[config.mk]
export PLATFORM = sky130hd
export DESIGN_NAME = rvdf_ctrl
export DESIGN_NICKNAME = d
export VERILOG_FILES = /design/src/hw/rtl/assert_macros.svh /design/src/hw/rtl/rvdf_pkg.sv /design/src/hw/rtl/rvdf_ctrl.sv
export SDC_FILE = /design/constraint.sdc
export NUM_CORES = 1
export LEC_CHECK = 0
export BUFFER_PORTS_ARGS = -buffer_cell sky130_fd_sc_hd__buf_4
export CORE_AREA = 2 2 39 41
export DETAILED_ROUTE_END_ITERATION = 6
export DIE_AREA = 0 0 41 43
export GPL_ROUTABILITY_DRIVEN = 0
export HOLD_SLACK_MARGIN = 0.1
export SYNTH_ARGS = -nofsm -noshare
export SYNTH_HDL_FRONTEND = slang
export SYNTH_SLANG_ARGS = --single-unit
[constraint.sdc]
create_clock -name clk -period 1.2 [get_ports clk]
set_clock_uncertainty 0.05 [all_clocks]
set_input_delay 0.24 -clock clk [delete_from_list [all_inputs] [get_ports clk]]
set_output_delay 0.24 -clock clk [all_outputs]
set_load 0.01 [all_outputs]
[src/hw/rtl/assert_macros.svh]
// ---------------------------------------------------------------------------
// assert_macros.svh
// Shared concurrent assertion macros, clocked on clk, disabled in reset.
// ---------------------------------------------------------------------------
`ifndef ASSERT_MACROS_SVH
`define ASSERT_MACROS_SVH

// Property holds at every clock edge outside reset
`define ASSERT_CLK(label, prop, msg) \
    label: assert property (@(posedge clk) disable iff (!rst_n) (prop)) else $error(msg);

// Antecedent implies consequent in the next cycle
`define ASSERT_NEXT(label, ante, cons, msg) \
    label: assert property (@(posedge clk) disable iff (!rst_n) (ante) |=> (cons)) \
        else $error(msg);

`endif

[src/hw/rtl/rvdf_pkg.sv]
// ---------------------------------------------------------------------------
// rvdf_pkg
// Shared constants and controller/datapath interface types for the
// recent-value duplicate filter.
// ---------------------------------------------------------------------------
package rvdf_pkg;

    // Default ring size is 2^SLOT_BITS entries
    localparam int SLOT_BITS_DEFAULT = 7;

    // Item payload widths
    localparam int VALUE_W     = 64;
    localparam int OUT_TDATA_W = 8;

    // Controller to datapath commands
    typedef struct packed {
        logic capture;   // latch incoming value, restart the search
        logic scan_en;   // walk the ring, one read per cycle
        logic commit;    // load result register, append on a miss
    } rvdf_cmd_t;

    // Datapath to controller status
    typedef struct packed {
        logic scan_done; // all valid entries read and compared
        logic out_free;  // result register can take a new item
    } rvdf_sts_t;

endpackage

[src/hw/rtl/rvdf_ctrl.sv]
// ---------------------------------------------------------------------------
// rvdf_ctrl
// Sequencer: accept an item, run the ring search, commit the result.
// ---------------------------------------------------------------------------
module rvdf_ctrl
    import rvdf_pkg::*;
(
    input  logic      clk,
    input  logic      rst_n,
    input  logic      in_valid,
    output logic      in_ready,
    input  rvdf_sts_t sts,
    output rvdf_cmd_t cmd
);

    localparam logic [1:0] ST_IDLE   = 2'd0;
    localparam logic [1:0] ST_SEARCH = 2'd1;
    localparam logic [1:0] ST_FINISH = 2'd2;

    logic [1:0] state_reg;
    logic [1:0] state_next;

    // Next state and commands
    always_comb
    begin
        state_next  = state_reg;
        cmd         = '0;
        in_ready    = 1'b0;
        unique case (state_reg)
            ST_IDLE:
            begin
                in_ready = 1'b1;
                if (in_valid)
                begin
                    cmd.capture = 1'b1;
                    state_next  = ST_SEARCH;
                end
            end
            ST_SEARCH:
            begin
                cmd.scan_en = 1'b1;
                if (sts.scan_done)
                begin
                    state_next = ST_FINISH;
                end
            end
            ST_FINISH:
            begin
                if (sts.out_free)
                begin
                    cmd.commit = 1'b1;
                    state_next = ST_IDLE;
                end
            end
            default:
            begin
                state_next = ST_IDLE;
            end
        endcase
    end

    // State register
    always_ff @(posedge clk or negedge rst_n)
    begin
        if (!rst_n)
        begin
            state_reg <= ST_IDLE;
        end
        else
        begin
            state_reg <= state_next;
        end
    end

endmodule

==> reports/results.ini, run 1 <==
[global_route]
grt.total_usage = 0.06231
grt_max_degree = 5
antenna_found_initial = 0
grt_pass1_vias = 154
grt_first_pass_wirelength_um = 572
grt_overflow = 0

[power_and_ir_drop]
p_per_area_mw_per_mm2 = 2555
pwr-share-comb = 0.603
p_int_mw = 0.4773
cellLeakagePower_nw = 0.1402
finalPower_mw = 0.6969
switching_share = 0.3151
pwr-share-seq = 0.184
p_sw_mw = 0.2196
clockPowerShare = 0.214
ir_drop_v = 0.0003461

[routing]
drc = 0
num_vias = 153
wire_per_inst_um = 8.114
wirelength_um = 357
dr.pass1.iters = 2
vias_per_cell = 3.477
route.antenna.remaining_nets = 0
drtIter0Drc = 1

[timing]
finalCritPeriodShare = 1.067
slew_headroom = 0.8646
finalCriticalPeriod_ns = 1.280
finalWorstSetupSlack_ns = -0.08019
fin_setup_tns_ns = -0.1753
drv_slew = 0
rsz0062_at_grt = yes
worst_pin_slew_ns = 0.2018
setup_viol = 3
clock.fmax_ghz = 0.7811
hold_viol = 0

[synth]
seq_area_frac_synth = 0.4444
synth_warnings = 0
synth_commonest_cells = nor2_1, dfrtp_1
synthTopCellsByArea = dfrtp_1, nor2b_4, nor3b_2
avgSynthCellArea_um2 = 10.24
synth_top_cell_area_share = 0.4444
synth_seq_cells = 2
synth_ff_type = dfrtp_1
netlist.top_cell.by_area = dfrtp_1
syn_area_um2 = 112.6
syn_nets = 16
synth.most_common_cell = nor2_1
synth_cell_type_count = 8
synth_edf_count = 0
postSynthCellCount = 11
synthArstFlopShare = 1.000

[run_status]
outcome = complete, but fails checks
violations = negative setup slack

[clocking]
clk_latency_ns = 0.22
root_buffer = clkbuf_4
cts_buffer_depth = 2
cts_tree = built
cts-buffers-inserted = 3
clk_pin_slew_ns = 0.03
cts.sinks = 2
h-tree-depth = 1

[worst_setup_path]
cp_max_fo = 4
crit_required_ns = 0.91
crit_type = register to output pin
cp-end-kind = output pin
arrival_ns = 0.99
start_kind = register

[final_layout]
layout-drive-gt1-share = 0.6786
finalNonFillerCells = 44
multiInputGateArea_um2 = 65.06
fill_cells = 156
register_area_um2 = 50.05
area_growth_pct = 142.2
antenna_cells = 0
nets = 35
largest_reg_flops = 2

[placed_design]
portBuffers = 8
dpl.hpwl_um = 210.1
post-place-ws_ns = 0.09189
post-place-cells = 35

[min_path]
hold_class = input port to register

[floorplan]
die_area_mm2 = 0.001763
die_y_um = 43
fp-row-count = 14
start_util = 0.08137
core_area_mm2 = 0.001384
io_pins = 9
chipWidth_um = 41

[job]
drv_cap = 0

layer usage:
layer / global-route usage / part of all wire / vias up
met2: 0.08125 / 0.57 / 6
li1: - / - / 73
met1: 0.03871 / 0.30 / 72
met3: 0.01571 / 0.048 / 2
met4: 0.1400 / 0.076 / 0
met5: 0 / 0 / -
cells in the final DEF (no fill, tap or decap):
cell type,Yosys,final
buf_4,0,11
clkbuf_4,0,3
nor2_1,3,2
buf_6,0,2
dfrtp_1,2,2
nand2_1,1,1
nor2_2,0,1
and2_1,1,1
nor2b_4,1,1
a211oi_1,1,1
nor3b_2,1,1
a21o_1,1,1
dlygate4sd3_1,0,1
power groups by stage:
stage	registers [mW]	clock network, mW	logic, mW
4_1_cts	0.132	0.159	0.346
3_3_place_gp	0.151	0	0.239
2_1_floorplan	0.144	0	0.131
6_report	0.128	0.149	0.420
5_1_grt	0.131	0.170	0.461
3_5_place_dp	0.153	0	0.240
cells by family (layout without fill, tap and decap cells):
kind of cell | Yosys count | count (layout) | synth area share
AOI/OAI and AO/OA | 2 | 2 | 0.1334
DFF | 2 | 2 | 0.4445
buffers and inverters | 0 | 17 | 0
and+or+nand+nor | 7 | 7 | 0.4222
per-stage QoR:
stage               instance area (um2)  utilization  hold slack (ns)
global placement                  192.7       0.1392         -0.02495
CTS                               251.5       0.1817           0.1510
floorplan                         112.6            -          -0.1056
detailed placement                192.7       0.1392         -0.02652
finish                            272.8       0.1971           0.1580
global route                      272.8       0.1971           0.1490
area by class of cell:
type	instances	share of cell area
flip-flops and latches	2	0.1835
clock buffers	3	0.08257
well taps	16	0.07339
repair buffers	14	0.4220
multi-input cells	9	0.2385
worst max-delay path, stage by stage (launching register included):
cell and delay (ns):
dfrtp_1 0.40, nor2_1 0.12, and2_1 0.13, buf_4 0.11
worst paths after layout:
path                         startpoint            to  slack [ns]  depth (start not counted)
hold / removal                   sts[1]  state_reg[0]        0.16                          2
setup / recovery           state_reg[1]        cmd[2]       -0.08                          3
min in group asynchronous         rst_n  state_reg[1]        0.29                          2
setup reg to reg           state_reg[0]  state_reg[1]        0.07                          5
max in group asynchronous         rst_n  state_reg[0]        0.72                          2
hold reg to reg            state_reg[1]  state_reg[0]        0.54                          2
repair_timing:
action | CTS | global route
cloned | 0 | 0
hold buffers | 1 | 0
buffers inserted | 3 | 2
endpoints found under the setup margin | 4 | 4
resized for setup | 1 | 2
pin swaps | 2 | 1
endpoints found under the hold margin | 2 | 0
(Power assumes the default switching activity.)
==> run 2, diff against run 1 <==
Settings changed: CORE_AREA 2 2 39 41 to 5 5 42 44, DIE_AREA 0 0 41 43 to 0 0 47 49, SLEW_MARGIN set to 20.
==> run 2 against run 1 <==
The run still ends with negative setup slack left. Via count fell by 10%. Design area rose by 3.7%. Highest routed layer is now met3. Register-to-register slack improved by 0.12 ns. Sequential share of layout area rose by 0.24 points. Cell count fell by 2.3%. Critical path type unchanged. Critical endpoint unchanged.
==> reports/results.ini, run 2 (synthesis gave the netlist of run 1 again) <==
[global_route]
grt_first_pass_wirelength_um = 558  ; -2.4%
grt.total_usage = 0.04014  ; -0.02217
grt_overflow = 0  ; unchanged
grt_max_degree = 6  ; +1
grt_pass1_vias = 167  ; +8.4%
antenna_found_initial = 0  ; unchanged

[routing]
drtIter0Drc = 0  ; -1
wire_per_inst_um = 7.884  ; -2.8%
route.antenna.remaining_nets = 0  ; unchanged
drc = 0  ; unchanged
num_vias = 137  ; -10%
vias_per_cell = 3.186  ; -8.4%
dr.pass1.iters = 1  ; -1
wirelength_um = 339  ; -5.0%

[power_and_ir_drop]
clockPowerShare = 0.203  ; -0.011
p_int_mw = 0.5135  ; +7.6%
ir_drop_v = 0.0008323  ; +140%
pwr-share-seq = 0.213  ; +0.029
cellLeakagePower_nw = 0.1373  ; -2.0%
switching_share = 0.3151  ; about the same
p_sw_mw = 0.2362  ; +7.6%
p_per_area_mw_per_mm2 = 2651  ; +3.8%
pwr-share-comb = 0.584  ; -0.019

[worst_setup_path]
cp-endpoint = cmd[2]
startpoint = state_reg[0]
rr_worst_depth = 3  ; -2
cp_max_fo = 5  ; +1
rrSetupSlack_ns = 0.19  ; +0.12 ns
rr_startpoint = state_reg[0]
cp-end-kind = output pin
crit_required_ns = 0.91  ; about the same
arrival_ns = 1.00  ; about the same
start_kind = register
r2r-end = state_reg[1]
crit_type = register to output pin

[clocking]
root_buffer = clkbuf_4
cts_tree = built
clk_pin_slew_ns = 0.03  ; about the same
cts.sinks = 2  ; unchanged
cts-buffers-inserted = 3  ; unchanged
clk_latency_ns = 0.23  ; about the same
cts_buffer_depth = 2  ; unchanged
h-tree-depth = 1  ; unchanged

[run_status]
violations = negative setup slack
outcome = complete, but fails checks

[min_path]
min_from = sts[1]
hold_class = input port to register

[placed_design]
portBuffers = 8  ; unchanged
place_area_um2 = 200.2  ; +3.9%
post-place-ws_ns = 0.09133  ; -0.0005655 ns

[floorplan]
start_util = 0.08036  ; -0.001017
core_area_mm2 = 0.001401  ; +1.3%
fp-row-count = 14  ; unchanged
io_pins = 9  ; unchanged
die_area_mm2 = 0.002303  ; +31%
chipWidth_um = 47  ; +15%
die_y_um = 49  ; +14%

[job]
drv_cap = 0  ; unchanged

[final_layout]
fin_area_um2 = 282.8  ; +3.7%
nets = 34  ; -2.9%
area_growth_pct = 151.1
layout_common_cells = buf_4, buf_6, clkbuf_4, nor2_1, dfrtp_2
final_common_cell = buf_4
antenna_cells = 0  ; unchanged
final_util = 0.2018  ; +0.004679
largest_reg_flops = 2  ; unchanged
fill_cells = 163  ; +4.5%
layout-drive-gt1-share = 0.7778  ; +0.09921

[timing]
finalCritPeriodShare = 1.077  ; +0.009786
finalCriticalPeriod_ns = 1.292  ; +0.01174 ns
worst_pin_slew_ns = 0.1957  ; -0.006088 ns
clock.fmax_ghz = 0.7740  ; -0.91%
hold_viol = 0  ; unchanged
setup_viol = 4  ; +1
slew_headroom = 0.8687  ; +0.004083
finalWorstSetupSlack_ns = -0.09194  ; -0.01174 ns
fin_setup_tns_ns = -0.2531  ; -0.07783 ns
rsz0062_at_grt = yes
drv_slew = 0  ; unchanged

==> run 2: changes by cell type in the layout (fill, tap and decap cells not counted), sizes merged <==
cell,previous run,this run
buf,13,12
==> run 2: critical path, stage by stage (launching register included) <==
cell     delay (ns)
dfrtp_2        0.43
nor2_4         0.12
and2_4         0.14
buf_6          0.09
==> run 2: how the worst min path moves through the flow <==
stage	end	cells after the start
floorplan	state_reg[0]	0
global placement	state_reg[1]	1
detailed placement	state_reg[0]	1
CTS	state_reg[0]	2
global route	state_reg[0]	2
finish	state_reg[0]	2
==> run 2: stage by stage <==
| stage | cells | power (mW) | hold WS (ns) |
|---|---|---|---|
| floorplan | 11 | 0.2752 | -0.1056 |
| global placement | 36 | 0.4203 | -0.02730 |
| detailed placement | 36 | 0.4226 | -0.02701 |
| CTS | 40 | 0.6153 | 0.1538 |
| global route | 43 | 0.8107 | 0.1511 |
| finish | 43 | 0.7496 | 0.1491 |
==> run 2: timing repair <==
item                                   in CTS  in global routing
endpoints found under the hold margin       2                  0
setup buffers                               0                  3
gates resized for setup                     3                  6
hold buffers                                1                  0
pin swaps                                   4                  2
setup endpoints to repair                   4                  4
==> run 2: final cells by class <==
type	instances	area, um2	area share
Timing Repair Buffer	13	115.1	0.4071
Tap cell	16	20.02	0.07080
Multi-Input combinational cell	9	72.57	0.2566
Clock buffer	3	22.52	0.07965
Sequential cell	2	52.55	0.1858
==> run 2: power groups by stage <==
stage	sequential, mW	clock (mW)	combinational, mW
6_report	0.160	0.152	0.438
5_1_grt	0.166	0.173	0.471
4_1_cts	0.154	0.163	0.299
3_5_place_dp	0.147	0	0.275
3_3_place_gp	0.145	0	0.275
2_1_floorplan	0.144	0	0.131
==> run 2: per-layer routing <==
layer | global-route usage | routed length [um] | up-vias
li1 | - | - | 71
met2 | 0.05882 | 199 | 5
met4 | 0.06912 | 0 | 0
met1 | 0.02198 | 131 | 61
met5 | 0 | 0 | -
met3 | 0.02214 | 8 | 0
==> run 3, diff against run 2 <==
Clock period 1.2 ns to 1.4 ns, I/O delays scaled along.
==> run 3 against run 2 <==
The run now ends clean. Global-route usage shrank 0.35 points. Via count grew 1.5%. Clock-buffer cell count is the same. Total power shrank 26%. Worst hold slack gained 0.048 ns. First-iteration DRC count is the same. Utilization shrank 1.9 points. Critical endpoint unchanged. Largest cell class unchanged. Highest routed layer is now met4.
==> reports/results.ini, run 3 (synthesis gave the netlist of run 1 again) <==
[power_and_ir_drop]
ir_drop_v = 0.0005251  ; -37%
cellLeakagePower_nw = 0.1249  ; -9.0%
switching_share = 0.3281  ; +0.01307
p_sw_mw = 0.1821  ; -23%
p_int_mw = 0.3729  ; -27%
pwr-share-comb = 0.508  ; -0.076
p_per_area_mw_per_mm2 = 2164  ; -18%
clockPowerShare = 0.228  ; +0.025
pwr-share-seq = 0.263  ; +0.050

[routing]
route.antenna.remaining_nets = 0  ; unchanged
drc = 0  ; unchanged
drtIter0Drc = 0  ; unchanged
vias_per_cell = 3.390  ; +6.4%
dr.pass1.iters = 1  ; unchanged
num_vias = 139  ; +1.5%
wirelength_um = 306  ; -9.7%
wire_per_inst_um = 7.463  ; -5.3%

[worst_setup_path]
critPathTopFamily = flip-flops
r2r-end = state_reg[1]
cp-end-kind = output pin
crit_type = register to output pin
rr_worst_depth = 3  ; unchanged
arrival_ns = 1.01  ; about the same
cp-endpoint = cmd[2]
max_stage_delay_ns = 0.44  ; about the same
start_kind = register
crit_cells = 3  ; unchanged
cp_max_fo = 5  ; unchanged
crit_required_ns = 1.07  ; +0.16 ns
startpoint = state_reg[1]
path_cells = nor2_4 > and2_4 > buf_6
slowest_stage = dfrtp_2
rrSetupSlack_ns = 0.45  ; +0.26 ns
rr_startpoint = state_reg[0]
worst-path-buf-inv = 1  ; unchanged

[global_route]
grt_first_pass_wirelength_um = 483  ; -13%
grt.total_usage = 0.03662  ; -0.003521
antenna_found_initial = 0  ; unchanged
grt_overflow = 0  ; unchanged
grt_pass1_vias = 147  ; -12%
grt_max_degree = 7  ; +1

[timing]
whs_ns = 0.1975  ; +0.04839 ns
drv_slew = 0  ; unchanged
finalCriticalPeriod_ns = 1.339
worst_pin_slew_ns = 0.2012  ; +0.005417 ns
slew_headroom = 0.8651  ; -0.003633
rsz0062_at_grt = no
clock.fmax_ghz = 0.7467
fin_setup_tns_ns = 0  ; +0.2531 ns
finalCritPeriodShare = 0.9566
setup_viol = 0  ; -4
hold_viol = 0  ; unchanged

[job]
drv_cap = 0  ; unchanged

[floorplan]
die_y_um = 49  ; unchanged
fp-row-count = 14  ; unchanged
start_util = 0.08036  ; unchanged
io_pins = 9  ; unchanged
core_area_mm2 = 0.001401  ; unchanged
chipWidth_um = 47  ; unchanged
die_area_mm2 = 0.002303  ; unchanged

[min_path]
hold_class = input port to register

[placed_design]
portBuffers = 8  ; unchanged

[final_layout]
largest_reg_flops = 2  ; unchanged
antenna_cells = 0  ; unchanged
final_common_cell = buf_4
area_growth_pct = 127.8
layout-drive-gt1-share = 0.7600  ; -0.01778
layout_common_cells = buf_4, clkbuf_4, nor2_1, dfrtp_2
nets = 32  ; -5.9%

[clocking]
h-tree-depth = 1  ; unchanged
clk_latency_ns = 0.22  ; about the same
root_buffer = clkbuf_4
cts.sinks = 2  ; unchanged
cts_tree = built
clk_pin_slew_ns = 0.03  ; about the same
cts-buffers-inserted = 3  ; unchanged
cts_buffer_depth = 2  ; unchanged

[run_status]
outcome = finished, final reports clean

[run 3: cell count changes in the layout (fill, tap and decap cells not counted), sizes merged]
cell and change:
buf -2
[run 3: stage by stage]
step	cell area (um2)	worst slack, ns	cells	utilization	total power, mW
after floorplan	112.6	0.2400	11	-	0.2359
after global placement	192.7	0.2466	35	0.1375	0.3380
after detailed placement	192.7	0.2271	35	0.1375	0.3405
after CTS	227.7	0.003249	39	0.1625	0.4878
after global routing	256.5	0.005735	41	0.1830	0.6048
final	256.5	0.06070	41	0.1830	0.5550
[run 3: repair_timing]
item | 4_1_cts | 5_1_grt
gates resized for setup | 1 | 5
endpoints found under the setup margin | 1 | 1
hold endpoints to repair | 2 | 0
hold buffers | 1 | 0
gates cloned | 0 | 0
setup buffers | 0 | 2
pin swaps | 0 | 2
[run 3: layer usage]
| layer | wire (um) | vias up | global-route usage |
|---|---|---|---|
| met5 | 0 | - | 0 |
| met1 | 99 | 62 | 0.01978 |
| met4 | 29 | 0 | 0.06912 |
| li1 | - | 66 | - |
| met3 | 20 | 4 | 0.02214 |
| met2 | 156 | 7 | 0.04977 |
[run 3: worst min-delay path by stage]
stage            from      endpoint  depth (start not counted)
2_1_floorplan   rst_n  state_reg[0]                          0
3_3_place_gp    rst_n  state_reg[1]                          1
3_5_place_dp    rst_n  state_reg[0]                          1
4_1_cts        sts[1]  state_reg[0]                          2
5_1_grt        sts[1]  state_reg[0]                          2
6_report       sts[1]  state_reg[0]                          2
[run 3: power groups by stage]
stage          logic, mW  clock network (mW)  registers (mW)
2_1_floorplan      0.112                   0           0.124
3_3_place_gp       0.208                   0           0.130
3_5_place_dp       0.210                   0           0.131
4_1_cts            0.216               0.137           0.135
5_1_grt            0.303               0.149           0.152
6_report           0.282               0.127           0.146
[run 3: layout make-up]
| class | count | area (um2) |
|---|---|---|
| clock buffers | 3 | 22.52 |
| fillers | 165 | 1145 |
| multi-input cells | 9 | 72.57 |
| flip-flops and latches | 2 | 52.55 |
| well taps | 16 | 20.02 |
| repair buffers | 11 | 88.84 |
